$ cat src/rtl/md5_pkg.sv
// ----------------------------------------------------------------------------
// md5 package
// shared types, constants and round tables of the md5 engine
// ----------------------------------------------------------------------------
package md5_pkg;

    localparam logic [31:0] INIT_A = 32'h67452301;
    localparam logic [31:0] INIT_B = 32'hefcdab89;
    localparam logic [31:0] INIT_C = 32'h98badcfe;
    localparam logic [31:0] INIT_D = 32'h10325476;
    localparam logic [7:0]  PAD_BYTE = 8'h80;
    localparam logic [5:0]  LEN_POS = 6'd56;

    // command from controller to datapath
    typedef struct packed {
        logic       wr_en;      // write buffer byte
        logic [5:0] wr_addr;
        logic [7:0] wr_data;
        logic       cnt_inc;    // add 8 to bit count
        logic       blk_start;  // load working regs from chaining words
        logic       round_en;   // run one round
        logic [5:0] round_idx;
        logic       blk_finish; // add working regs into chaining words
        logic       reinit;     // back to initial values
        logic [1:0] out_sel;
    } md5_cmd_t;

    typedef struct packed {
        logic [5:0] byte_idx;   // bit count bits 8:3
    } md5_sts_t;

    function automatic logic [31:0] round_k(input logic [5:0] r);
        logic [31:0] k;
        case (r)
            6'd0: k = 32'hd76aa478;  6'd1: k = 32'he8c7b756;
            6'd2: k = 32'h242070db;  6'd3: k = 32'hc1bdceee;
            6'd4: k = 32'hf57c0faf;  6'd5: k = 32'h4787c62a;
            6'd6: k = 32'ha8304613;  6'd7: k = 32'hfd469501;
            6'd8: k = 32'h698098d8;  6'd9: k = 32'h8b44f7af;
            6'd10: k = 32'hffff5bb1; 6'd11: k = 32'h895cd7be;
            6'd12: k = 32'h6b901122; 6'd13: k = 32'hfd987193;
            6'd14: k = 32'ha679438e; 6'd15: k = 32'h49b40821;
            6'd16: k = 32'hf61e2562; 6'd17: k = 32'hc040b340;
            6'd18: k = 32'h265e5a51; 6'd19: k = 32'he9b6c7aa;
            6'd20: k = 32'hd62f105d; 6'd21: k = 32'h02441453;
            6'd22: k = 32'hd8a1e681; 6'd23: k = 32'he7d3fbc8;
            6'd24: k = 32'h21e1cde6; 6'd25: k = 32'hc33707d6;
            6'd26: k = 32'hf4d50d87; 6'd27: k = 32'h455a14ed;
            6'd28: k = 32'ha9e3e905; 6'd29: k = 32'hfcefa3f8;
            6'd30: k = 32'h676f02d9; 6'd31: k = 32'h8d2a4c8a;
            6'd32: k = 32'hfffa3942; 6'd33: k = 32'h8771f681;
            6'd34: k = 32'h6d9d6122; 6'd35: k = 32'hfde5380c;
            6'd36: k = 32'ha4beea44; 6'd37: k = 32'h4bdecfa9;
            6'd38: k = 32'hf6bb4b60; 6'd39: k = 32'hbebfbc70;
            6'd40: k = 32'h289b7ec6; 6'd41: k = 32'heaa127fa;
            6'd42: k = 32'hd4ef3085; 6'd43: k = 32'h04881d05;
            6'd44: k = 32'hd9d4d039; 6'd45: k = 32'he6db99e5;
            6'd46: k = 32'h1fa27cf8; 6'd47: k = 32'hc4ac5665;
            6'd48: k = 32'hf4292244; 6'd49: k = 32'h432aff97;
            6'd50: k = 32'hab9423a7; 6'd51: k = 32'hfc93a039;
            6'd52: k = 32'h655b59c3; 6'd53: k = 32'h8f0ccc92;
            6'd54: k = 32'hffeff47d; 6'd55: k = 32'h85845dd1;
            6'd56: k = 32'h6fa87e4f; 6'd57: k = 32'hfe2ce6e0;
            6'd58: k = 32'ha3014314; 6'd59: k = 32'h4e0811a1;
            6'd60: k = 32'hf7537e82; 6'd61: k = 32'hbd3af235;
            6'd62: k = 32'h2ad7d2bb; 6'd63: k = 32'heb86d391;
            default: k = 32'h0;
        endcase
        return k;
    endfunction

    function automatic logic [4:0] round_s(input logic [5:0] r);
        logic [4:0] s;
        case ({r[5:4], r[1:0]})
            4'd0: s = 5'd7;   4'd1: s = 5'd12;  4'd2: s = 5'd17;  4'd3: s = 5'd22;
            4'd4: s = 5'd5;   4'd5: s = 5'd9;   4'd6: s = 5'd14;  4'd7: s = 5'd20;
            4'd8: s = 5'd4;   4'd9: s = 5'd11;  4'd10: s = 5'd16; 4'd11: s = 5'd23;
            4'd12: s = 5'd6;  4'd13: s = 5'd10; 4'd14: s = 5'd15; 4'd15: s = 5'd21;
            default: s = 5'd0;
        endcase
        return s;
    endfunction

    // message word index used by round r
    function automatic logic [3:0] round_g(input logic [5:0] r);
        logic [3:0] g;
        case (r[5:4])
            2'd0: g = r[3:0];
            2'd1: g = 4'(r[3:0] * 4'd5 + 4'd1);
            2'd2: g = 4'(r[3:0] * 4'd3 + 4'd5);
            default: g = 4'(r[3:0] * 4'd7);
        endcase
        return g;
    endfunction

endpackage

$ cat src/rtl/md5_datapath.sv
// ----------------------------------------------------------------------------
// md5 datapath
// block buffer memory, round unit, chaining words and bit count
// ----------------------------------------------------------------------------
module md5_datapath
    import md5_pkg::*;
(
    input  logic        clk,
    input  logic        rst_n,
    input  md5_cmd_t    cmd,
    output md5_sts_t    sts,
    output logic [63:0] bit_count,
    output logic [31:0] digest_word
);

    logic [31:0] buf_mem [16];   // 16 little-endian words
    logic [31:0] rd_word_reg;
    logic [31:0] cv_reg [4];
    logic [31:0] cv_next [4];
    logic [31:0] a_reg, b_reg, c_reg, d_reg;
    logic [63:0] cnt_reg;
    logic [31:0] f, t, rot;
    logic [4:0]  s;

    assign sts.byte_idx = cnt_reg[8:3];
    assign bit_count    = cnt_reg;

    // byte writes into word memory, one round word read a cycle
    always_ff @(posedge clk)
    begin
        if (cmd.wr_en)
        begin
            buf_mem[cmd.wr_addr[5:2]][8*cmd.wr_addr[1:0] +: 8] <= cmd.wr_data;
        end
        if (cmd.blk_start)
        begin
            rd_word_reg <= buf_mem[round_g(6'd0)];
        end
        else
        begin
            rd_word_reg <= buf_mem[round_g(cmd.round_idx + 6'd1)];
        end
    end

    always_comb
    begin
        case (cmd.round_idx[5:4])
            2'd0: f = (b_reg & c_reg) | (~b_reg & d_reg);
            2'd1: f = (b_reg & d_reg) | (c_reg & ~d_reg);
            2'd2: f = b_reg ^ c_reg ^ d_reg;
            default: f = c_reg ^ (b_reg | ~d_reg);
        endcase
        s   = round_s(cmd.round_idx);
        t   = a_reg + f + rd_word_reg + round_k(cmd.round_idx);
        rot = (t << s) | (t >> (6'd32 - {1'b0, s}));
        for (int i = 0; i < 4; i++)
        begin
            cv_next[i] = cv_reg[i];
        end
        if (cmd.blk_finish)
        begin
            cv_next[0] = cv_reg[0] + a_reg;
            cv_next[1] = cv_reg[1] + b_reg;
            cv_next[2] = cv_reg[2] + c_reg;
            cv_next[3] = cv_reg[3] + d_reg;
        end
    end

    assign digest_word = cv_reg[cmd.out_sel];

    always_ff @(posedge clk or negedge rst_n)
    begin
        if (!rst_n)
        begin
            cv_reg[0] <= INIT_A;
            cv_reg[1] <= INIT_B;
            cv_reg[2] <= INIT_C;
            cv_reg[3] <= INIT_D;
            cnt_reg   <= '0;
        end
        else if (cmd.reinit)
        begin
            cv_reg[0] <= INIT_A;
            cv_reg[1] <= INIT_B;
            cv_reg[2] <= INIT_C;
            cv_reg[3] <= INIT_D;
            cnt_reg   <= '0;
        end
        else
        begin
            cv_reg <= cv_next;
            if (cmd.cnt_inc)
            begin
                cnt_reg <= cnt_reg + 64'd8;
            end
        end
    end

    always_ff @(posedge clk)
    begin
        if (cmd.blk_start)
        begin
            a_reg <= cv_reg[0];
            b_reg <= cv_reg[1];
            c_reg <= cv_reg[2];
            d_reg <= cv_reg[3];
        end
        else if (cmd.round_en)
        begin
            a_reg <= d_reg;
            d_reg <= c_reg;
            c_reg <= b_reg;
            b_reg <= b_reg + rot;
        end
    end

endmodule

$ cat config.mk
export PLATFORM = sky130hd
export DESIGN_NAME = md5_datapath
export DESIGN_NICKNAME = d
export VERILOG_FILES = /design/src/rtl/md5_pkg.sv /design/src/rtl/md5_datapath.sv
export SDC_FILE = /design/constraint.sdc
export NUM_CORES = 2
export LEC_CHECK = 0
export BUFFER_PORTS_ARGS = -buffer_cell sky130_fd_sc_hd__buf_4
export CAP_MARGIN = 25
export CORE_MARGIN = 5
export CORE_UTILIZATION = 45
export CTS_CLUSTER_SIZE = 20
export DETAILED_ROUTE_END_ITERATION = 6
export GPL_ROUTABILITY_DRIVEN = 0
export SETUP_SLACK_MARGIN = 0.3
export SKIP_CTS_REPAIR_TIMING = 1
export SYNTH_ARGS = -nofsm -noshare
export SYNTH_HDL_FRONTEND = slang
export SYNTH_SLANG_ARGS = --single-unit
$ cat constraint.sdc
create_clock -name clk -period 8.9 [get_ports clk]
set_clock_uncertainty 0.2 [all_clocks]
set_input_delay 1.335 -clock clk [delete_from_list [all_inputs] [get_ports clk]]
set_output_delay 1.335 -clock clk [all_outputs]
set_load 0.01 [all_outputs]
==> impl_metrics.env <==
export IMPL_number_of_enable_flip_flop_cells_after_synthesis=640
export IMPL_achievable_frequency_mhz=113.9
export IMPL_critical_path_slowest_cell="sky130_fd_sc_hd__mux4_2"
export IMPL_post_synth_cell_area_avg_sq_um=10.68
export IMPL_hold_path_class="reg -> reg"
export IMPL_synthTopCellsByCount="640 x sky130_fd_sc_hd__edfxtp_1, 492 x sky130_fd_sc_hd__nand2_1, 443 x sky130_fd_sc_hd__nor2_1"
export IMPL_post_synth_inst_count=5123
export IMPL_yosys_warnings=0
export IMPL_pin_count=132
export IMPL_unrepaired_setup_endpoints_after_global_routing="yes"
export IMPL_ant_nets=0
export IMPL_initial_utilization_pct=45.09
export IMPL_area_grow_syn2layout_pct=19.82
export IMPL_final_period_utilization_pct=98.61
export IMPL_route_vias_total=44000
export IMPL_path_max_fanout=5
export IMPL_outcome="complete, no violations"
export IMPL_timing_final_setup_violations=0
export IMPL_synth_largest_area_cell="sky130_fd_sc_hd__edfxtp_1"
export IMPL_post_cts_clock_slew_at_the_launch_and_capture_registers_of_the_worst_setup_and_hold_paths_ns=0.06
export IMPL_drt_wirelength_per_cell_um=23.26
export IMPL_cts_tree="yes"
export IMPL_finalCriticalPeriod_ns=8.776
export IMPL_clockBufferDepth=3
export IMPL_netlist_cell_type_count=101
export IMPL_grt_pass1_wl_mm=257.3
export IMPL_final_max_slew_viol_count=0
export IMPL_maxSlewHeadroom_pct=28.96
export IMPL_most_common_cell_in_the_netlist="sky130_fd_sc_hd__edfxtp_1"
export IMPL_timing_critical_path_required_ns=9.07
export IMPL_synth_top_area_share_pct=35.11
export IMPL_worstSetupStartpointType="input port"
export IMPL_nFillCells=10690
export IMPL_worst_pin_slew_ns=1.057
export IMPL_std_cell_rows=128
export IMPL_netlist_area_sq_um=54740
export IMPL_chipWidth_um=358.8
export IMPL_clock_sink_count=861
export IMPL_drc_errors=0
export IMPL_num_nets_final=6008
export IMPL_die_h_um=358.8
export IMPL_synth_flop_cell="sky130_fd_sc_hd__edfxtp_1"
export IMPL_initial_antenna_violation_count=2
export IMPL_clock_latency_ns=0.71
export IMPL_final_area_sq_um=65590
export IMPL_worstPathArrival_ns=8.95
export IMPL_via_per_inst=5.962
export IMPL_ctsRootBufferMaster="sky130_fd_sc_hd__clkbuf_16"
export IMPL_async_flop_share_pct=21.95
export IMPL_buffer_ports_inserted=128
export IMPL_cts_made_buffers=92
export IMPL_detail_route_wirelength_mm=171.6
export IMPL_synth_seq_cells=861
export IMPL_dr_pass1_iters=6
export IMPL_fp_coreArea_sq_um=121400
export IMPL_cp_buffers_inverters=8
export IMPL_critical_path_top_delay_family="compound AO/OA/AOI/OAI gates"
export IMPL_cts_htree_levels=3
export IMPL_hold_viol=0
export IMPL_drive_above_1_share_pct=25.17
export IMPL_timing_worst_setup_path_type="in -> reg"
export IMPL_worst_path_most_repeated_cell="sky130_fd_sc_hd__buf_4"
export IMPL_die_area_sq_um=128700
export IMPL_hpwlAfterDp_mm=123.6
export IMPL_grt_pass1_vias=41690
export IMPL_largest_net_degree_at_the_start_of_global_routing=129
export IMPL_grt_util_all_layers_pct=25.86
export IMPL_cp_end_kind="register"
export IMPL_drt_initial_drc_count=4414
export IMPL_synth_seq_area_share_pct=45.07
export IMPL_worst_path_largest_cell_delay_ns=0.57
export IMPL_netlist_top_cells_area="sky130_fd_sc_hd__edfxtp_1 35%, sky130_fd_sc_hd__mux4_2 7.2%, sky130_fd_sc_hd__dfrtp_1 5.7%, sky130_fd_sc_hd__ha_1 5.2%, sky130_fd_sc_hd__a21oi_1 3.8%"
export IMPL_maxCapViolations=0
export IMPL_placed_cell_area_sq_um=61540
export IMPL_grt_remaining_overflow=0
export IMPL_number_of_flip_flops_under_the_largest_register_name=512
layer usage:
metal  wire length, um  up-vias  track usage, %  part of all wire [%]
met3             11070      360           3.531                   6.4
met4              7387        0           9.607                   4.3
met1             75860    21760           37.36                    44
met2             77310     1667           39.98                    45
met5                 0        -               0                     0
li1                  -    20210               -                     -
cells in the final DEF (no fill, tap or decap), drive strengths merged, types with 132 or more instances in the layout:
cell / count
nand2: 492
inv: 191
nor2: 444
xnor2: 135
o21ai: 410
mux2: 145
buf: 725
edfxtp: 640
ha: 229
mux4: 175
mux2i: 132
a21oi: 426
clkbuf: 133
metrics by stage:
stage                     hold WS [ns]  worst slack [ns]  setup TNS (ns)  util [%]  std cells
after floorplan                 0.2410            0.1967               0         -       5125
final                           0.2711            0.1240               0     54.03       7380
after global routing            0.2972          -0.07998         -0.2735     54.02       7378
after detailed placement        0.2684           -0.7358          -11.06     50.69       7191
after global placement          0.2643           -0.6213          -8.662     50.69       7190
after CTS                       0.2582          -0.07690         -0.3650     53.18       7359
area by class of cell:
cell class                      instances  area, sq um  area share, %
Clock inverter                         40        449.2         0.6849
Sequential cell                       861        24670          37.61
Clock buffer                          128         2567          3.915
Inverter                              193        732.0          1.116
Timing Repair Buffer                  730         5883          8.970
Tap cell                             1625         2033          3.100
Antenna cell                            2        5.005       0.007631
Multi-Input combinational cell       3801        29250          44.60
worst paths after layout:
kind / from / end / slack, ns / cells past startpoint
setup reg to reg: b_reg[1]$_DFFE_PP_ / b_reg[20]$_DFFE_PP_ / 0.49 / 33
hold / removal: buf_mem[0][7]$_DFFE_PP_ / rd_word_reg[7]$_DFF_P_ / 0.27 / 2
max in group asynchronous: rst_n / cv_reg[62]$_DFFE_PN0P_ / 6.59 / 2
hold reg to reg: buf_mem[0][7]$_DFFE_PP_ / rd_word_reg[7]$_DFF_P_ / 0.27 / 2
setup / recovery: cmd[5] / b_reg[20]$_DFFE_PP_ / 0.12 / 39
min in group asynchronous: rst_n / bit_count[47]$_DFFE_PN0N_ / 0.52 / 1
worst reg2reg max path, delay by kind of cell, from the launching register on:
family                   cells  cell delay, ns
AO/OA/AOI/OAI               19            3.59
adder cells (fa/ha/maj)      5            1.98
multiplexers                 3            0.90
flip-flops                   1            0.55
buffers and inverters        3            0.43
XOR/XNOR                     2            0.40
AND/OR/NAND/NOR              1            0.05
logic make-up (layout without fill, tap and decap cells):
family                   after synthesis  in the layout  synth area share (%)
AND/OR/NAND/NOR                     1459           1459                 12.19
AO/OA/AOI/OAI                       1359           1359                 15.35
flip-flops                           861            861                 45.07
buffers and inverters                463           1091                 3.310
multiplexers                         452            452                 12.60
adder cells (fa/ha/maj)              299            299                 7.794
XOR/XNOR                             229            229                 3.678
other                                  1              5              0.006851
Power is not shown: default switching activity piles up to over one toggle a cycle in this logic, so the estimate is an artifact.
