--- src/rtl/md5_pkg.sv ---
// ----------------------------------------------------------------------------
// md5 package
// shared types, constants and round tables of the md5 engine
// ----------------------------------------------------------------------------
package md5_pkg;

    localparam logic [31:0] INIT_A = 32'h67452301;
    localparam logic [31:0] INIT_B = 32'hefcdab89;
    localparam logic [31:0] INIT_C = 32'h98badcfe;
    localparam logic [31:0] INIT_D = 32'h10325476;
    localparam logic [7:0]  PAD_BYTE = 8'h80;
    localparam logic [5:0]  LEN_POS = 6'd56;

    // command from controller to datapath
    typedef struct packed {
        logic       wr_en;      // write buffer byte
        logic [5:0] wr_addr;
        logic [7:0] wr_data;
        logic       cnt_inc;    // add 8 to bit count
        logic       blk_start;  // load working regs from chaining words
        logic       round_en;   // run one round
        logic [5:0] round_idx;
        logic       blk_finish; // add working regs into chaining words
        logic       reinit;     // back to initial values
        logic [1:0] out_sel;
    } md5_cmd_t;

    typedef struct packed {
        logic [5:0] byte_idx;   // bit count bits 8:3
    } md5_sts_t;

    function automatic logic [31:0] round_k(input logic [5:0] r);
        logic [31:0] k;
        case (r)
            6'd0: k = 32'hd76aa478;  6'd1: k = 32'he8c7b756;
            6'd2: k = 32'h242070db;  6'd3: k = 32'hc1bdceee;
            6'd4: k = 32'hf57c0faf;  6'd5: k = 32'h4787c62a;
            6'd6: k = 32'ha8304613;  6'd7: k = 32'hfd469501;
            6'd8: k = 32'h698098d8;  6'd9: k = 32'h8b44f7af;
            6'd10: k = 32'hffff5bb1; 6'd11: k = 32'h895cd7be;
            6'd12: k = 32'h6b901122; 6'd13: k = 32'hfd987193;
            6'd14: k = 32'ha679438e; 6'd15: k = 32'h49b40821;
            6'd16: k = 32'hf61e2562; 6'd17: k = 32'hc040b340;
            6'd18: k = 32'h265e5a51; 6'd19: k = 32'he9b6c7aa;
            6'd20: k = 32'hd62f105d; 6'd21: k = 32'h02441453;
            6'd22: k = 32'hd8a1e681; 6'd23: k = 32'he7d3fbc8;
            6'd24: k = 32'h21e1cde6; 6'd25: k = 32'hc33707d6;
            6'd26: k = 32'hf4d50d87; 6'd27: k = 32'h455a14ed;
            6'd28: k = 32'ha9e3e905; 6'd29: k = 32'hfcefa3f8;
            6'd30: k = 32'h676f02d9; 6'd31: k = 32'h8d2a4c8a;
            6'd32: k = 32'hfffa3942; 6'd33: k = 32'h8771f681;
            6'd34: k = 32'h6d9d6122; 6'd35: k = 32'hfde5380c;
            6'd36: k = 32'ha4beea44; 6'd37: k = 32'h4bdecfa9;
            6'd38: k = 32'hf6bb4b60; 6'd39: k = 32'hbebfbc70;
            6'd40: k = 32'h289b7ec6; 6'd41: k = 32'heaa127fa;
            6'd42: k = 32'hd4ef3085; 6'd43: k = 32'h04881d05;
            6'd44: k = 32'hd9d4d039; 6'd45: k = 32'he6db99e5;
            6'd46: k = 32'h1fa27cf8; 6'd47: k = 32'hc4ac5665;
            6'd48: k = 32'hf4292244; 6'd49: k = 32'h432aff97;
            6'd50: k = 32'hab9423a7; 6'd51: k = 32'hfc93a039;
            6'd52: k = 32'h655b59c3; 6'd53: k = 32'h8f0ccc92;
            6'd54: k = 32'hffeff47d; 6'd55: k = 32'h85845dd1;
            6'd56: k = 32'h6fa87e4f; 6'd57: k = 32'hfe2ce6e0;
            6'd58: k = 32'ha3014314; 6'd59: k = 32'h4e0811a1;
            6'd60: k = 32'hf7537e82; 6'd61: k = 32'hbd3af235;
            6'd62: k = 32'h2ad7d2bb; 6'd63: k = 32'heb86d391;
            default: k = 32'h0;
        endcase
        return k;
    endfunction

    function automatic logic [4:0] round_s(input logic [5:0] r);
        logic [4:0] s;
        case ({r[5:4], r[1:0]})
            4'd0: s = 5'd7;   4'd1: s = 5'd12;  4'd2: s = 5'd17;  4'd3: s = 5'd22;
            4'd4: s = 5'd5;   4'd5: s = 5'd9;   4'd6: s = 5'd14;  4'd7: s = 5'd20;
            4'd8: s = 5'd4;   4'd9: s = 5'd11;  4'd10: s = 5'd16; 4'd11: s = 5'd23;
            4'd12: s = 5'd6;  4'd13: s = 5'd10; 4'd14: s = 5'd15; 4'd15: s = 5'd21;
            default: s = 5'd0;
        endcase
        return s;
    endfunction

    // message word index used by round r
    function automatic logic [3:0] round_g(input logic [5:0] r);
        logic [3:0] g;
        case (r[5:4])
            2'd0: g = r[3:0];
            2'd1: g = 4'(r[3:0] * 4'd5 + 4'd1);
            2'd2: g = 4'(r[3:0] * 4'd3 + 4'd5);
            default: g = 4'(r[3:0] * 4'd7);
        endcase
        return g;
    endfunction

endpackage

--- src/rtl/md5_ctrl.sv ---
// ----------------------------------------------------------------------------
// md5 controller
// sequences byte intake, padding, compression and digest output
// ----------------------------------------------------------------------------
module md5_ctrl
    import md5_pkg::*;
(
    input  logic        clk,
    input  logic        rst_n,
    input  logic        in_valid,
    output logic        in_ready,
    input  logic [7:0]  in_byte,
    input  logic        in_present,
    input  logic        in_end,
    output logic        out_valid,
    input  logic        out_ready,
    output logic [1:0]  out_index,
    output logic        out_last,
    input  md5_sts_t    sts,
    input  logic [63:0] bit_count,
    output md5_cmd_t    cmd
);

    typedef enum logic [5:0] {
        ST_IDLE  = 6'b000001,
        ST_PAD   = 6'b000010,
        ST_START = 6'b000100,
        ST_ROUND = 6'b001000,
        ST_FIN   = 6'b010000,
        ST_OUT   = 6'b100000
    } state_t;

    state_t     state_reg, state_next;
    logic [5:0] ptr_reg, ptr_next;       // padding write pointer
    logic [5:0] rnd_reg, rnd_next;
    logic       closing_reg, closing_next; // pad byte still to be written
    logic       last_blk_reg, last_blk_next; // length goes into this block
    logic [1:0] oidx_reg, oidx_next;
    logic [5:0] wi;

    assign in_ready  = (state_reg == ST_IDLE);
    assign out_valid = (state_reg == ST_OUT);
    assign out_index = oidx_reg;
    assign out_last  = (oidx_reg == 2'd3);

    always_comb
    begin
        state_next    = state_reg;
        ptr_next      = ptr_reg;
        rnd_next      = rnd_reg;
        closing_next  = closing_reg;
        last_blk_next = last_blk_reg;
        oidx_next     = oidx_reg;
        cmd           = '0;
        cmd.round_idx = rnd_reg;
        cmd.out_sel   = oidx_reg;
        wi            = sts.byte_idx;
        case (state_reg)
            ST_IDLE:
            begin
                if (in_valid)
                begin
                    if (in_present)
                    begin
                        cmd.wr_en   = 1'b1;
                        cmd.wr_addr = wi;
                        cmd.wr_data = in_byte;
                        cmd.cnt_inc = 1'b1;
                        wi          = wi + 6'd1;
                    end
                    closing_next  = in_end;
                    last_blk_next = 1'b0;
                    if (in_present && sts.byte_idx == 6'd63)
                    begin
                        // full block first; if the message ends here, padding follows the round loop
                        state_next = ST_START;
                    end
                    else if (in_end)
                    begin
                        state_next    = ST_PAD;
                        ptr_next      = wi;
                        last_blk_next = (wi < LEN_POS);
                    end
                end
            end
            // one buffer byte per cycle: 0x80, zeros, then length
            ST_PAD:
            begin
                cmd.wr_en   = 1'b1;
                cmd.wr_addr = ptr_reg;
                ptr_next    = ptr_reg + 6'd1;
                if (closing_reg && ptr_reg == sts.byte_idx)
                begin
                    cmd.wr_data  = PAD_BYTE;
                    closing_next = 1'b0;
                end
                else if (last_blk_reg && ptr_reg >= LEN_POS)
                begin
                    cmd.wr_data = bit_count[8*ptr_reg[2:0] +: 8];
                end
                else
                begin
                    cmd.wr_data = 8'h00;
                end
                if (ptr_reg == 6'd63)
                begin
                    state_next = ST_START;
                end
            end
            ST_START:
            begin
                cmd.blk_start = 1'b1;
                rnd_next      = '0;
                state_next    = ST_ROUND;
            end
            ST_ROUND:
            begin
                cmd.round_en = 1'b1;
                rnd_next     = rnd_reg + 6'd1;
                if (rnd_reg == 6'd63)
                begin
                    state_next = ST_FIN;
                end
            end
            ST_FIN:
            begin
                cmd.blk_finish = 1'b1;
                oidx_next      = '0;
                if (last_blk_reg)
                begin
                    state_next = ST_OUT;
                end
                else if (closing_reg || sts.byte_idx != 6'd0)
                begin
                    // extra block that carries the length
                    state_next    = ST_PAD;
                    ptr_next      = 6'd0;
                    last_blk_next = 1'b1;
                end
                else
                begin
                    state_next = ST_IDLE;
                end
            end
            ST_OUT:
            begin
                if (out_ready)
                begin
                    oidx_next = oidx_reg + 2'd1;
                    if (oidx_reg == 2'd3)
                    begin
                        cmd.reinit    = 1'b1;
                        last_blk_next = 1'b0;
                        state_next    = ST_IDLE;
                    end
                end
            end
            default:
            begin
                state_next = ST_IDLE;
            end
        endcase
    end

    always_ff @(posedge clk or negedge rst_n)
    begin
        if (!rst_n)
        begin
            state_reg    <= ST_IDLE;
            ptr_reg      <= '0;
            rnd_reg      <= '0;
            closing_reg  <= 1'b0;
            last_blk_reg <= 1'b0;
            oidx_reg     <= '0;
        end
        else
        begin
            state_reg    <= state_next;
            ptr_reg      <= ptr_next;
            rnd_reg      <= rnd_next;
            closing_reg  <= closing_next;
            last_blk_reg <= last_blk_next;
            oidx_reg     <= oidx_next;
        end
    end

endmodule

--- config.mk ---
export PLATFORM = sky130hd
export DESIGN_NAME = md5_ctrl
export DESIGN_NICKNAME = d
export VERILOG_FILES = /design/src/rtl/md5_pkg.sv /design/src/rtl/md5_ctrl.sv
export SDC_FILE = /design/constraint.sdc
export NUM_CORES = 1
export LEC_CHECK = 0
export ABC_AREA = 1
export BUFFER_PORTS_ARGS = -buffer_cell sky130_fd_sc_hd__buf_2
export CORE_ASPECT_RATIO = 1.2
export CORE_MARGIN = 3
export CORE_UTILIZATION = 47
export CTS_BUF_LIST = sky130_fd_sc_hd__clkbuf_8
export DETAILED_ROUTE_END_ITERATION = 8
export PLACE_DENSITY = 0.82
export RECOVER_POWER = 25
export SKIP_CTS_REPAIR_TIMING = 1
export SLEW_MARGIN = 10
export SYNTH_ARGS = -nofsm -noshare
export SYNTH_HDL_FRONTEND = slang
export SYNTH_SLANG_ARGS = --single-unit
--- constraint.sdc ---
create_clock -name clk -period 3.71 [get_ports clk]
set_input_delay 0 -clock clk [delete_from_list [all_inputs] [get_ports clk]]
set_output_delay 0 -clock clk [all_outputs]
set_load 0.01 [all_outputs]
==> implementation parameters, run 1 <==
Parameter                              Value

Yosys
  Flip-flop cell with the highest count after synthesis ... sky130_fd_sc_hd__dfrtp_1
  Post-synthesis area per instance ... 5.76 um2
  Cell accounting for the most synthesized area ... sky130_fd_sc_hd__dfrtp_1
  Ys async rst share ... 100%
  #FFs+latches synth ... 22
  Gate count of the mapped netlist ... 413
  Post-synthesis adder-cell area fraction ... 3.68%
  Number of enable flip-flop cells after synthesis ... 0
  Yosys cell types ... 31
  Cell with the most instances after synthesis ... sky130_fd_sc_hd__nand2_1
  Dominant combinational cell family by area after synthesis ... simple AND/OR/NAND/NOR gates
  Synthesized netlist net count ... 504
  Complex-gate fraction of the synthesized area ... 15.9%
  Post-synthesis simple-gate area fraction ... 46.6%
  Fraction of synthesized cell area taken by the top area cell type ... 22.1%
  Cell Area, Synth ... 2380 um2
  Total of warnings raised by yosys ... 0
  Fraction of synthesized area in multiplexers ... 0%
  Sequential cell area fraction in the yosys report ... 23.2%
  Area share of xor/xnor cells in the synthesized design ... 1.47%
  Commonest cells in the netlist ... sky130_fd_sc_hd__nand2_1, sky130_fd_sc_hd__nor2_1, sky130_fd_sc_hd__nand3_1
  Most area-consuming cells after synthesis ... sky130_fd_sc_hd__dfrtp_1, sky130_fd_sc_hd__nand2_1, sky130_fd_sc_hd__nor2_1

Placement
  Post-placement worst setup slack ... 1.24 ns
  Final HPWL from detailed placement ... 6.12 mm
  Last weighted congestion value of the routability-driven placer ... 0.914
  Number of instances in the placed design ... 573
  Placement-stage cell area ... 2970 um2
  Input/output buffers ... 116

Routing
  Routed wl met3 ... 492 um
  Residual DRC ... 0
  Top metal layer carrying routed signals ... met4
  Average wire per cell in the routed design ... 13.1 um
  Post-route met1 wirelength ... 2.93 mm
  Via total after detailed routing ... 3056
  Final antenna-violating net count ... 0
  Number of DRC violations after detailed-routing iteration 0 ... 166
  Met2 wire length ... 4.02 mm
  First-pass iteration count of the detailed router ... 5
  Routed Wire Length ... 7.60 mm
  Routed vias/inst ... 5.29

Setup path
  FF-to-FF setup slack ... 1.41 ns
  Crit-path max cell delay ... 0.71 ns
  Data arrival time of the worst path ... 2.78 ns
  Critical path class ... reg2out
  Count of cells along the worst register-to-register path ... 7
  Crit-path cells ... buf_4 -> clkinv_1 -> o211ai_1 -> nor2_1 -> nand2_1 -> nand2_1 -> o21ai_1 -> buf_2
  Critical register-to-register path startpoint ... ptr_reg[0]
  Max FO, Critical Path ... 37
  Element type at the critical path start ... flop
  Type of element capturing the critical path ... output port
  Worst Setup SP ... ptr_reg[0]
  Slowest cell on the critical path ... sky130_fd_sc_hd__clkinv_1
  Critical path's most frequent cell ... sky130_fd_sc_hd__nand2_1
  Endpoint of the most critical register-to-register path ... ptr_reg[1]
  Required arrival time at the worst endpoint ... 3.71 ns

GRT
  Maximum number of pins on one net before global-route repair ... 38
  Wire length of the first global-routing pass ... 12.6 mm
  Total global routing track utilization ... 25.5%
  Global-route congestion overflow total ... 0
  Number of antenna violations at the first check in global routing ... 0
  Vias in the first global route ... 2948

Timing
  Worst Hold Slack ... 0.0162 ns
  Slew @ Worst Pin ... 1.14 ns
  Aggregate negative setup slack ... 0 ns
  Max-Slew Margin vs Limit ... 23.7%
  Achievable frequency ... 0.359 GHz
  Final hold violation count ... 0
  Post-layout minimum cycle time ... 2.78 ns
  Setup repair after global routing missed its margin ... no
  # setup viols final ... 0
  Final worst slack ... 0.925 ns
  Max Slew Vio Count ... 0
  Clock skew after layout ... 0.00259 ns
  Final critical-path share of the clock period ... 75.1%

Clock network
  Clock tree from TritonCTS ... yes
  CTS max path bufs ... 2
  Worst-Skew Late Latency ... 0.26 ns
  Register clock-pin slew on the reported worst setup and hold paths ... 0.08 ns
  H-tree Lvls ... 1
  CTS Root Buffer Type ... sky130_fd_sc_hd__clkbuf_8
  Number of buffers created by CTS ... 3
  CTS sink cnt ... 22

Die
  Overall die height ... 83.9 um
  Die Wd ... 70.9 um
  Core outline area ... 4730 um2
  Total Die Area ... 5950 um2
  Starting density of the core ... 50.3%
  Total I/O pin count ... 117
  # rows ... 27

Min path
  Hold path cells ... 3
  Startpoint of the lowest-slack hold path ... out_ready
  Worst hold endpoint ... out_index[1]
  Worst hold path type ... in2reg

Power and ir drop
  Combinational share of power ... 62.7%
  Overall power consumption ... 1.73 mW
  Power Dens Cells ... 569 nW/um2
  Sw Pwr ... 0.889 mW
  Internal power component ... 0.843 mW
  Sw Ratio ... 51.3%
  Leakage power total ... 1.74 nW
  Clock network fraction of design power ... 12.9%
  IR Drop Worst-Case VDD ... 0.000243 V
  Sequential power share ... 24.4%

Finish
  Utilization after layout ... 64.4%
  Number of filler instances in the final layout ... 469
  Filler-free cell count of the finished design ... 578
  Area of all placed cells without fillers ... 3050 um2
  Total inserted antenna cells ... 0
  Number of nets in the finished design ... 612
  Post-synthesis to final-layout area growth ... 28.1%
  Layout cells sized above 1 ... 26.5%

Outcome
  Run status ... finished, final reports clean

Job
  Number of maximum-capacitance constraint violations ... 0
[power groups by stage]
stage	sequential (mW)	combinational (mW)	clock, mW
global route	0.437	1.25	0.239
CTS	0.419	1.08	0.227
floorplan	0.363	0.865	0
detailed placement	0.424	1.08	0
global placement	0.423	1.06	0
finish	0.422	1.09	0.224
[kinds of logic (layout without fill, tap and decap cells)]
family	after synthesis	count (layout)
AO/OA/AOI/OAI	70	70
XOR/XNOR	4	4
adder cells (fa/ha/maj)	7	7
buffers and inverters	53	160
flip-flops	22	22
AND/OR/NAND/NOR	257	257
[area by class of cell]
cell class                 instances  area (um2)  share of cell area [%]
multi-input combinational        338        1610                    52.9
timing repair buffer             118         597                    19.6
sequential                        22         552                    18.1
inverter                          38         143                    4.68
tap                               58        72.6                    2.38
clock buffer                       3        41.3                    1.36
clock inverter                     1        30.0                   0.986
[layout by cell type (no fill, tap or decap), types with 2 or more instances in the layout]
master                     instances
sky130_fd_sc_hd__buf_2           115
sky130_fd_sc_hd__o22ai_1           8
sky130_fd_sc_hd__o211ai_1          4
sky130_fd_sc_hd__clkinv_1          2
sky130_fd_sc_hd__ha_1              7
sky130_fd_sc_hd__inv_1            29
sky130_fd_sc_hd__o21ai_0          42
sky130_fd_sc_hd__o21ai_1           9
sky130_fd_sc_hd__xnor2_1           2
sky130_fd_sc_hd__inv_2             7
sky130_fd_sc_hd__nor2_1           88
sky130_fd_sc_hd__nor2_4            3
sky130_fd_sc_hd__nand3_2           4
sky130_fd_sc_hd__nand3_1          45
sky130_fd_sc_hd__dfrtp_1          21
sky130_fd_sc_hd__clkbuf_8          3
sky130_fd_sc_hd__nand4_1           5
sky130_fd_sc_hd__xor2_1            2
sky130_fd_sc_hd__a21oi_1           4
sky130_fd_sc_hd__nand2_1         105
sky130_fd_sc_hd__o21bai_1          2
[worst max-delay path by stage]
stage,endpoint,slack (ns),cells after the start
floorplan,state_reg[1],2.21,8
global placement,cmd[18],1.32,8
detailed placement,cmd[18],1.24,8
CTS,cmd[18],0.93,8
global route,cmd[15],0.62,8
finish,cmd[18],0.93,8
[per-layer routing]
| layer | up-vias | track usage, % |
|---|---|---|
| li1 | 1560 | - |
| met1 | 1369 | 29.4 |
| met2 | 117 | 47.3 |
| met3 | 10 | 2.77 |
| met4 | 0 | 9.23 |
| met5 | - | 0 |
[critical path, delay by kind of cell, from the launching register on]
family / cells / cell delay, ns
simple gates: 3 / 0.36
buf+inv: 3 / 1.19
flops: 1 / 0.33
compound gates: 2 / 0.63
Note: power is estimated with default switching activity, not from simulation.
==> run 2: changes to the inputs <==
==> constraint.sdc (replaced) <==
create_clock -name clk -period 2.7 [get_ports clk]
set_input_delay 0 -clock clk [delete_from_list [all_inputs] [get_ports clk]]
set_output_delay 0 -clock clk [all_outputs]
set_load 0.01 [all_outputs]
==> run 2 against run 1 <==
First-iteration DRC count is 4.2% higher. Final area is 0.74% higher. Final cell count up 0.52%. Clock skew increased by 0.0052 ns. Sequential cell count is the same. Global-route usage decreased by 0.91 points. Critical path depth down 2.
==> implementation parameters, run 2 (same netlist as run 1, synthesis figures left out) <==
Parameter                              Value

Timing
  Achievable frequency ... 0.469 GHz
  Setup repair after global routing missed its margin ... no
  Final hold violation count ... 0 (unchanged)
  # setup viols final ... 0 (unchanged)
  Aggregate negative setup slack ... 0 ns (unchanged)
  Max Slew Vio Count ... 0 (unchanged)
  Max-Slew Margin vs Limit ... 20.8% (-2.9 points)
  Clock skew after layout ... 0.00775 ns (+0.00516 ns)
  Post-layout minimum cycle time ... 2.13 ns
  Slew @ Worst Pin ... 1.19 ns (+0.0432 ns)
  Worst Hold Slack ... 0.00849 ns (-0.00772 ns)
  Final worst slack ... 0.568 ns (-0.357 ns)
  Final critical-path share of the clock period ... 79.0%

Die
  Overall die height ... 83.9 um (unchanged)
  Die Wd ... 70.9 um (unchanged)
  Starting density of the core ... 50.3% (unchanged)
  Total I/O pin count ... 117 (unchanged)
  Total Die Area ... 5950 um2 (unchanged)
  # rows ... 27 (unchanged)
  Core outline area ... 4730 um2 (unchanged)

Finish
  Number of filler instances in the final layout ... 467 (-0.43%)
  Number of nets in the finished design ... 615 (+0.49%)
  Most used cells in the layout excluding fill and tap cells ... sky130_fd_sc_hd__buf_2, sky130_fd_sc_hd__nand2_1, sky130_fd_sc_hd__nor2_1, sky130_fd_sc_hd__nand3_1, sky130_fd_sc_hd__o21ai_0
  Total inserted antenna cells ... 0 (unchanged)
  Post-synthesis to final-layout area growth ... 29.1%
  Layout cells sized above 1 ... 27.0% (+0.42 points)
  Sequential cell area in the final layout ... 552 um2 (unchanged)
  Filler-free cell count of the finished design ... 581 (+0.52%)
  Area used by multi-input combinational logic ... 1610 um2 (unchanged)
  Most common cell after layout, fill and taps aside ... sky130_fd_sc_hd__buf_2

Placement
  Last weighted congestion value of the routability-driven placer ... 0.949 (+3.9%)
  Number of instances in the placed design ... 576 (+0.52%)
  Input/output buffers ... 116 (unchanged)
  Post-placement worst setup slack ... 0.873 ns (-0.369 ns)
  Final HPWL from detailed placement ... 6.04 mm (-1.3%)

Setup path
  Crit-path max cell delay ... 0.43 ns (-0.28 ns)
  Data arrival time of the worst path ... 2.13 ns (-0.65 ns)
  Slowest cell on the critical path ... sky130_fd_sc_hd__dfrtp_1
  Max FO, Critical Path ... 16 (-57%)
  Critical path class ... reg2out
  Crit-path cells ... nor2_4 -> nand3_2 -> nor4_2 -> nand2_1 -> o21ai_1 -> buf_2
  Type of element capturing the critical path ... output port
  Element type at the critical path start ... flop
  Crit path buf inv count ... 1 (-2)
  Top cell family by delay on the critical path ... simple AND/OR/NAND/NOR gates
  Required arrival time at the worst endpoint ... 2.70 ns (-1.01 ns)

Clock network
  Number of buffers created by CTS ... 3 (unchanged)
  Clock tree from TritonCTS ... yes
  H-tree Lvls ... 1 (unchanged)
  Register clock-pin slew on the reported worst setup and hold paths ... 0.08 ns (about the same)
  CTS sink cnt ... 22 (unchanged)
  CTS Root Buffer Type ... sky130_fd_sc_hd__clkbuf_8
  Worst-Skew Late Latency ... 0.27 ns (about the same)
  CTS max path bufs ... 2 (unchanged)

Power and ir drop
  Leakage power total ... 1.75 nW (+0.84%)
  Overall power consumption ... 2.43 mW (+40%)
  Power Dens Cells ... 791 nW/um2 (+39%)
  IR Drop Worst-Case VDD ... 0.000354 V (+46%)

Outcome
  Run status ... finished, final reports clean

Routing
  Final antenna-violating net count ... 0 (unchanged)
  Via total after detailed routing ... 3094 (+1.2%)
  Average wire per cell in the routed design ... 12.9 um (-1.9%)
  Routed Wire Length ... 7.50 mm (-1.3%)
  First-pass iteration count of the detailed router ... 5 (unchanged)
  Residual DRC ... 0 (unchanged)
  Number of DRC violations after detailed-routing iteration 0 ... 173 (+4.2%)
  Routed vias/inst ... 5.33 (+0.72%)

GRT
  Vias in the first global route ... 2818 (-4.4%)
  Number of antenna violations at the first check in global routing ... 0 (unchanged)
  Maximum number of pins on one net before global-route repair ... 37 (-2.6%)
  Total global routing track utilization ... 24.6% (-0.91 points)
  Global-route congestion overflow total ... 0 (unchanged)
  Wire length of the first global-routing pass ... 12.3 mm (-2.5%)

Min path
  Worst hold path type ... in2reg

Job
  Number of maximum-capacitance constraint violations ... 0 (unchanged)
[run 2: cell types whose count changed in the layout (fill, tap and decap cells not counted), sizes merged]
cell  delta
buf      +3
[run 2: power breakdown]
part           total (mW)  switching (mW)  internal [mW]  leakage [nW]
Combinational        1.59            1.03          0.563          1.43
Sequential          0.519          0.0934          0.425         0.288
Clock               0.316           0.117          0.198        0.0357
[run 2: layout make-up]
class	count	share of cell area [%]
Multi-Input combinational cell	338	52.5
Timing Repair Buffer	121	20.2
Sequential cell	22	18.0
Inverter	38	4.65
Tap cell	58	2.37
Clock buffer	3	1.35
Clock inverter	1	0.979
[run 2: worst min-delay path: stages]
cell and delay, ns:
sky130_fd_sc_hd__buf_2 0.11, sky130_fd_sc_hd__nand3b_1 0.07, sky130_fd_sc_hd__nand2_1 0.06
[run 2: final timing paths]
path | from | end | slack, ns | cells past startpoint
min reg2reg | closing_reg | closing_reg | 0.52 | 2
min in group asynchronous | rst_n | rnd_reg[5] | 0.49 | 2
min | in_end | closing_reg | 0.008 | 3
max | state_reg[5] | cmd[13] | 0.57 | 6
max reg2reg | ptr_reg[1] | state_reg[2] | 0.92 | 8
max in group asynchronous | rst_n | state_reg[3] | 1.51 | 2
[run 2: routing by layer]
metal	part of all wire [%]	up-vias	GRT usage, %
li1	-	1569	-
met1	40	1383	29.7
met2	51	129	44.7
met3	7.3	13	2.65
met4	1.8	0	7.52
met5	0	-	0
[run 2: metrics by stage]
stage	cell area (um2)	utilization, %
detailed placement	2990	63.2
global route	3070	64.9
CTS	3060	64.7
finish	3070	64.9
global placement	2990	63.2
floorplan	2380	-
==> run 3: changes to the inputs <==
--- a/config.mk
+++ b/config.mk
@@ -9,10 +9,10 @@
 export BUFFER_PORTS_ARGS = -buffer_cell sky130_fd_sc_hd__buf_2
 export CORE_ASPECT_RATIO = 1.2
 export CORE_MARGIN = 3
-export CORE_UTILIZATION = 47
+export CORE_UTILIZATION = 43
 export CTS_BUF_LIST = sky130_fd_sc_hd__clkbuf_8
 export DETAILED_ROUTE_END_ITERATION = 8
-export PLACE_DENSITY = 0.82
+export PLACE_DENSITY = 0.79
 export RECOVER_POWER = 25
 export SKIP_CTS_REPAIR_TIMING = 1
 export SLEW_MARGIN = 10
==> constraint.sdc (replaced) <==
create_clock -name clk -period 1.71 [get_ports clk]
set_input_delay 0 -clock clk [delete_from_list [all_inputs] [get_ports clk]]
set_output_delay 0 -clock clk [all_outputs]
set_load 0.01 [all_outputs]
==> run 3 against run 2 <==
The run now ends with negative setup slack left. Die area rose by 8.6%. Final cell count rose by 5.0%. Utilization fell by 0.15 points. Highest routed layer unchanged. First-iteration DRC count rose by 36%. Sequential share of layout area fell by 1.8 points. Count of clock-buffer cells in the layout did not move. Register-to-register slack got worse by 0.98 ns. Global-route usage fell by 0.80 points. Total power rose by 93%. Clock skew fell by 0.0040 ns.
==> implementation parameters, run 3 (same netlist as run 1, synthesis figures left out) <==
Parameter                              Value

Finish
  Most used cells in the layout excluding fill and tap cells ... sky130_fd_sc_hd__buf_2, sky130_fd_sc_hd__nand2_1, sky130_fd_sc_hd__nor2_1, sky130_fd_sc_hd__nand3_1, sky130_fd_sc_hd__o21ai_0
  Area of all placed cells without fillers ... 3450 um2 (+13%)
  Filler-free cell count of the finished design ... 610 (+5.0%)
  Number of nets in the finished design ... 640 (+4.1%)
  Most common cell after layout, fill and taps aside ... sky130_fd_sc_hd__buf_2
  Layout cells sized above 1 ... 35.6% (+8.6 points)
  Post-synthesis to final-layout area growth ... 45.2%
  Total inserted antenna cells ... 0 (unchanged)

Setup path
  Element type at the critical path start ... flop
  Crit path buf inv count ... 4 (+3)
  Max FO, Critical Path ... 8 (-8)
  Required arrival time at the worst endpoint ... 1.71 ns (-0.99 ns)
  Data arrival time of the worst path ... 1.80 ns (-0.33 ns)
  Slowest cell on the critical path ... sky130_fd_sc_hd__dfstp_2
  Critical path class ... reg2out
  Top cell family by delay on the critical path ... flip-flops
  Crit-path max cell delay ... 0.57 ns (+0.14 ns)
  Crit-path cells ... inv_2 -> nor2_4 -> inv_2 -> nor2_4 -> nand3_4 -> clkinv_4 -> nand2_2 -> o21ai_1 -> buf_2
  Type of element capturing the critical path ... output port

Die
  Total I/O pin count ... 117 (unchanged)
  Starting density of the core ... 44.6% (-5.7 points)
  Die Wd ... 73.9 um (+4.2%)
  Overall die height ... 87.5 um (+4.2%)
  Total Die Area ... 6460 um2 (+8.6%)
  Core outline area ... 5330 um2 (+13%)
  # rows ... 29 (+7.4%)

GRT
  Global-route congestion overflow total ... 0 (unchanged)
  Number of antenna violations at the first check in global routing ... 0 (unchanged)
  Maximum number of pins on one net before global-route repair ... 33 (-11%)
  Wire length of the first global-routing pass ... 12.6 mm (+2.0%)
  Total global routing track utilization ... 23.8% (-0.80 points)
  Vias in the first global route ... 3008 (+6.7%)

Clock network
  Worst-Skew Late Latency ... 0.27 ns (about the same)
  CTS sink cnt ... 22 (unchanged)
  Register clock-pin slew on the reported worst setup and hold paths ... 0.08 ns (about the same)
  Clock tree from TritonCTS ... yes
  CTS Root Buffer Type ... sky130_fd_sc_hd__clkbuf_8
  H-tree Lvls ... 1 (unchanged)
  CTS max path bufs ... 2 (unchanged)
  Number of buffers created by CTS ... 3 (unchanged)

Placement
  Final HPWL from detailed placement ... 6.33 mm (+4.9%)
  Input/output buffers ... 116 (unchanged)
  Number of instances in the placed design ... 585 (+1.6%)
  Last weighted congestion value of the routability-driven placer ... 0.934 (-1.6%)
  Placement-stage cell area ... 3030 um2 (+1.4%)

Power and ir drop
  IR Drop Worst-Case VDD ... 0.000766 V (+120%)
  Power Dens Cells ... 1350 nW/um2 (+71%)
  Leakage power total ... 1.92 nW (+9.5%)

Timing
  Max-Slew Margin vs Limit ... 19.1% (-1.7 points)
  Final critical-path share of the clock period ... 105%
  Final worst slack ... -0.0917 ns (-0.660 ns)
  Slew @ Worst Pin ... 1.21 ns (+0.0251 ns)
  Max Slew Vio Count ... 0 (unchanged)
  Post-layout minimum cycle time ... 1.80 ns
  Final hold violation count ... 0 (unchanged)
  # setup viols final ... 16 (+16)
  Achievable frequency ... 0.555 GHz
  Clock skew after layout ... 0.00378 ns (-0.00397 ns)
  Setup repair after global routing missed its margin ... yes

Outcome
  Run status ... complete, but fails checks
  Violated checks ... negative setup slack

Routing
  Routed Wire Length ... 8.55 mm (+14%)
  Final antenna-violating net count ... 0 (unchanged)
  Residual DRC ... 0 (unchanged)
  Via total after detailed routing ... 3311 (+7.0%)
  Number of DRC violations after detailed-routing iteration 0 ... 236 (+36%)
  Average wire per cell in the routed design ... 14.0 um (+8.7%)
  First-pass iteration count of the detailed router ... 5 (unchanged)
  Routed vias/inst ... 5.43 (+1.9%)

Job
  Number of maximum-capacitance constraint violations ... 0 (unchanged)

Min path
  Worst hold path type ... in2reg
-- run 3: cell types whose count changed in the layout (fill, tap and decap cells not counted), moves of 3 or more --
cell                      before  now
sky130_fd_sc_hd__dfrtp_2       0    5
sky130_fd_sc_hd__buf_4         4   22
sky130_fd_sc_hd__dfrtp_1      21   16
sky130_fd_sc_hd__nand2_1     105   91
sky130_fd_sc_hd__o21ai_2       0    5
sky130_fd_sc_hd__o21ai_1       9    5
sky130_fd_sc_hd__inv_4         0    3
sky130_fd_sc_hd__nand2_2       0   12
-- run 3: cell type report --
| cell class | count | area (um2) |
|---|---|---|
| clock buffers | 3 | 41.3 |
| clock inverters | 1 | 30.0 |
| fillers | 478 | 1880 |
| inverters | 38 | 156 |
| multi-input cells | 338 | 1710 |
| flip-flops and latches | 22 | 558 |
| well taps | 62 | 77.6 |
| repair buffers | 144 | 862 |
| repair inverters | 2 | 13.8 |
-- run 3: per-stage QoR --
stage | worst slack [ns] | total power, mW | hold slack (ns) | setup TNS, ns | util (%)
2_1_floorplan | 0.207 | 2.66 | -0.296 | 0 | -
3_3_place_gp | 0.121 | 3.33 | -0.0164 | 0 | 56.8
3_5_place_dp | 0.101 | 3.39 | -0.00377 | 0 | 56.8
4_1_cts | -0.230 | 3.90 | -0.294 | -2.14 | 58.2
5_1_grt | -0.162 | 5.06 | 0.00626 | -2.26 | 64.7
6_report | -0.0917 | 4.67 | 0.0000110 | -0.775 | 64.7
-- run 3: path summary, 6_finish.rpt --
check / start / end / slack [ns] / cells after the start
max reg2reg: state_reg[0] / state_reg[1] / -0.06 / 10
min in group asynchronous: rst_n / rnd_reg[3] / 0.53 / 2
min reg2reg: closing_reg / closing_reg / 0.53 / 2
max in group asynchronous: rst_n / ptr_reg[2] / 0.39 / 2
min: in_end / closing_reg / 0.00001 / 3
max: state_reg[0] / cmd[15] / -0.09 / 9
-- run 3: worst register-to-register path, cell delays in order, from the launching register on --
cell and delay (ns):
sky130_fd_sc_hd__dfstp_2 0.57, sky130_fd_sc_hd__inv_2 0.05, sky130_fd_sc_hd__nor2_4 0.12, sky130_fd_sc_hd__inv_2 0.05, sky130_fd_sc_hd__nor2_4 0.17, sky130_fd_sc_hd__buf_4 0.15, sky130_fd_sc_hd__buf_4 0.11, sky130_fd_sc_hd__nand2_1 0.07
sky130_fd_sc_hd__or2_4 0.25, sky130_fd_sc_hd__nand3_1 0.08, sky130_fd_sc_hd__nand2_1 0.05
-- run 3: layer usage --
metal,global-route usage [%],wire (um)
met5,0,0
met1,27.6,3210
met2,44.6,4560
met4,6.10,166
met3,3.35,616
-- run 3: where the power goes --
part | internal [mW] | switching [mW] | total (mW)
combinational | 1.40 | 1.91 | 3.32
sequential | 0.682 | 0.184 | 0.867
clock | 0.313 | 0.174 | 0.487
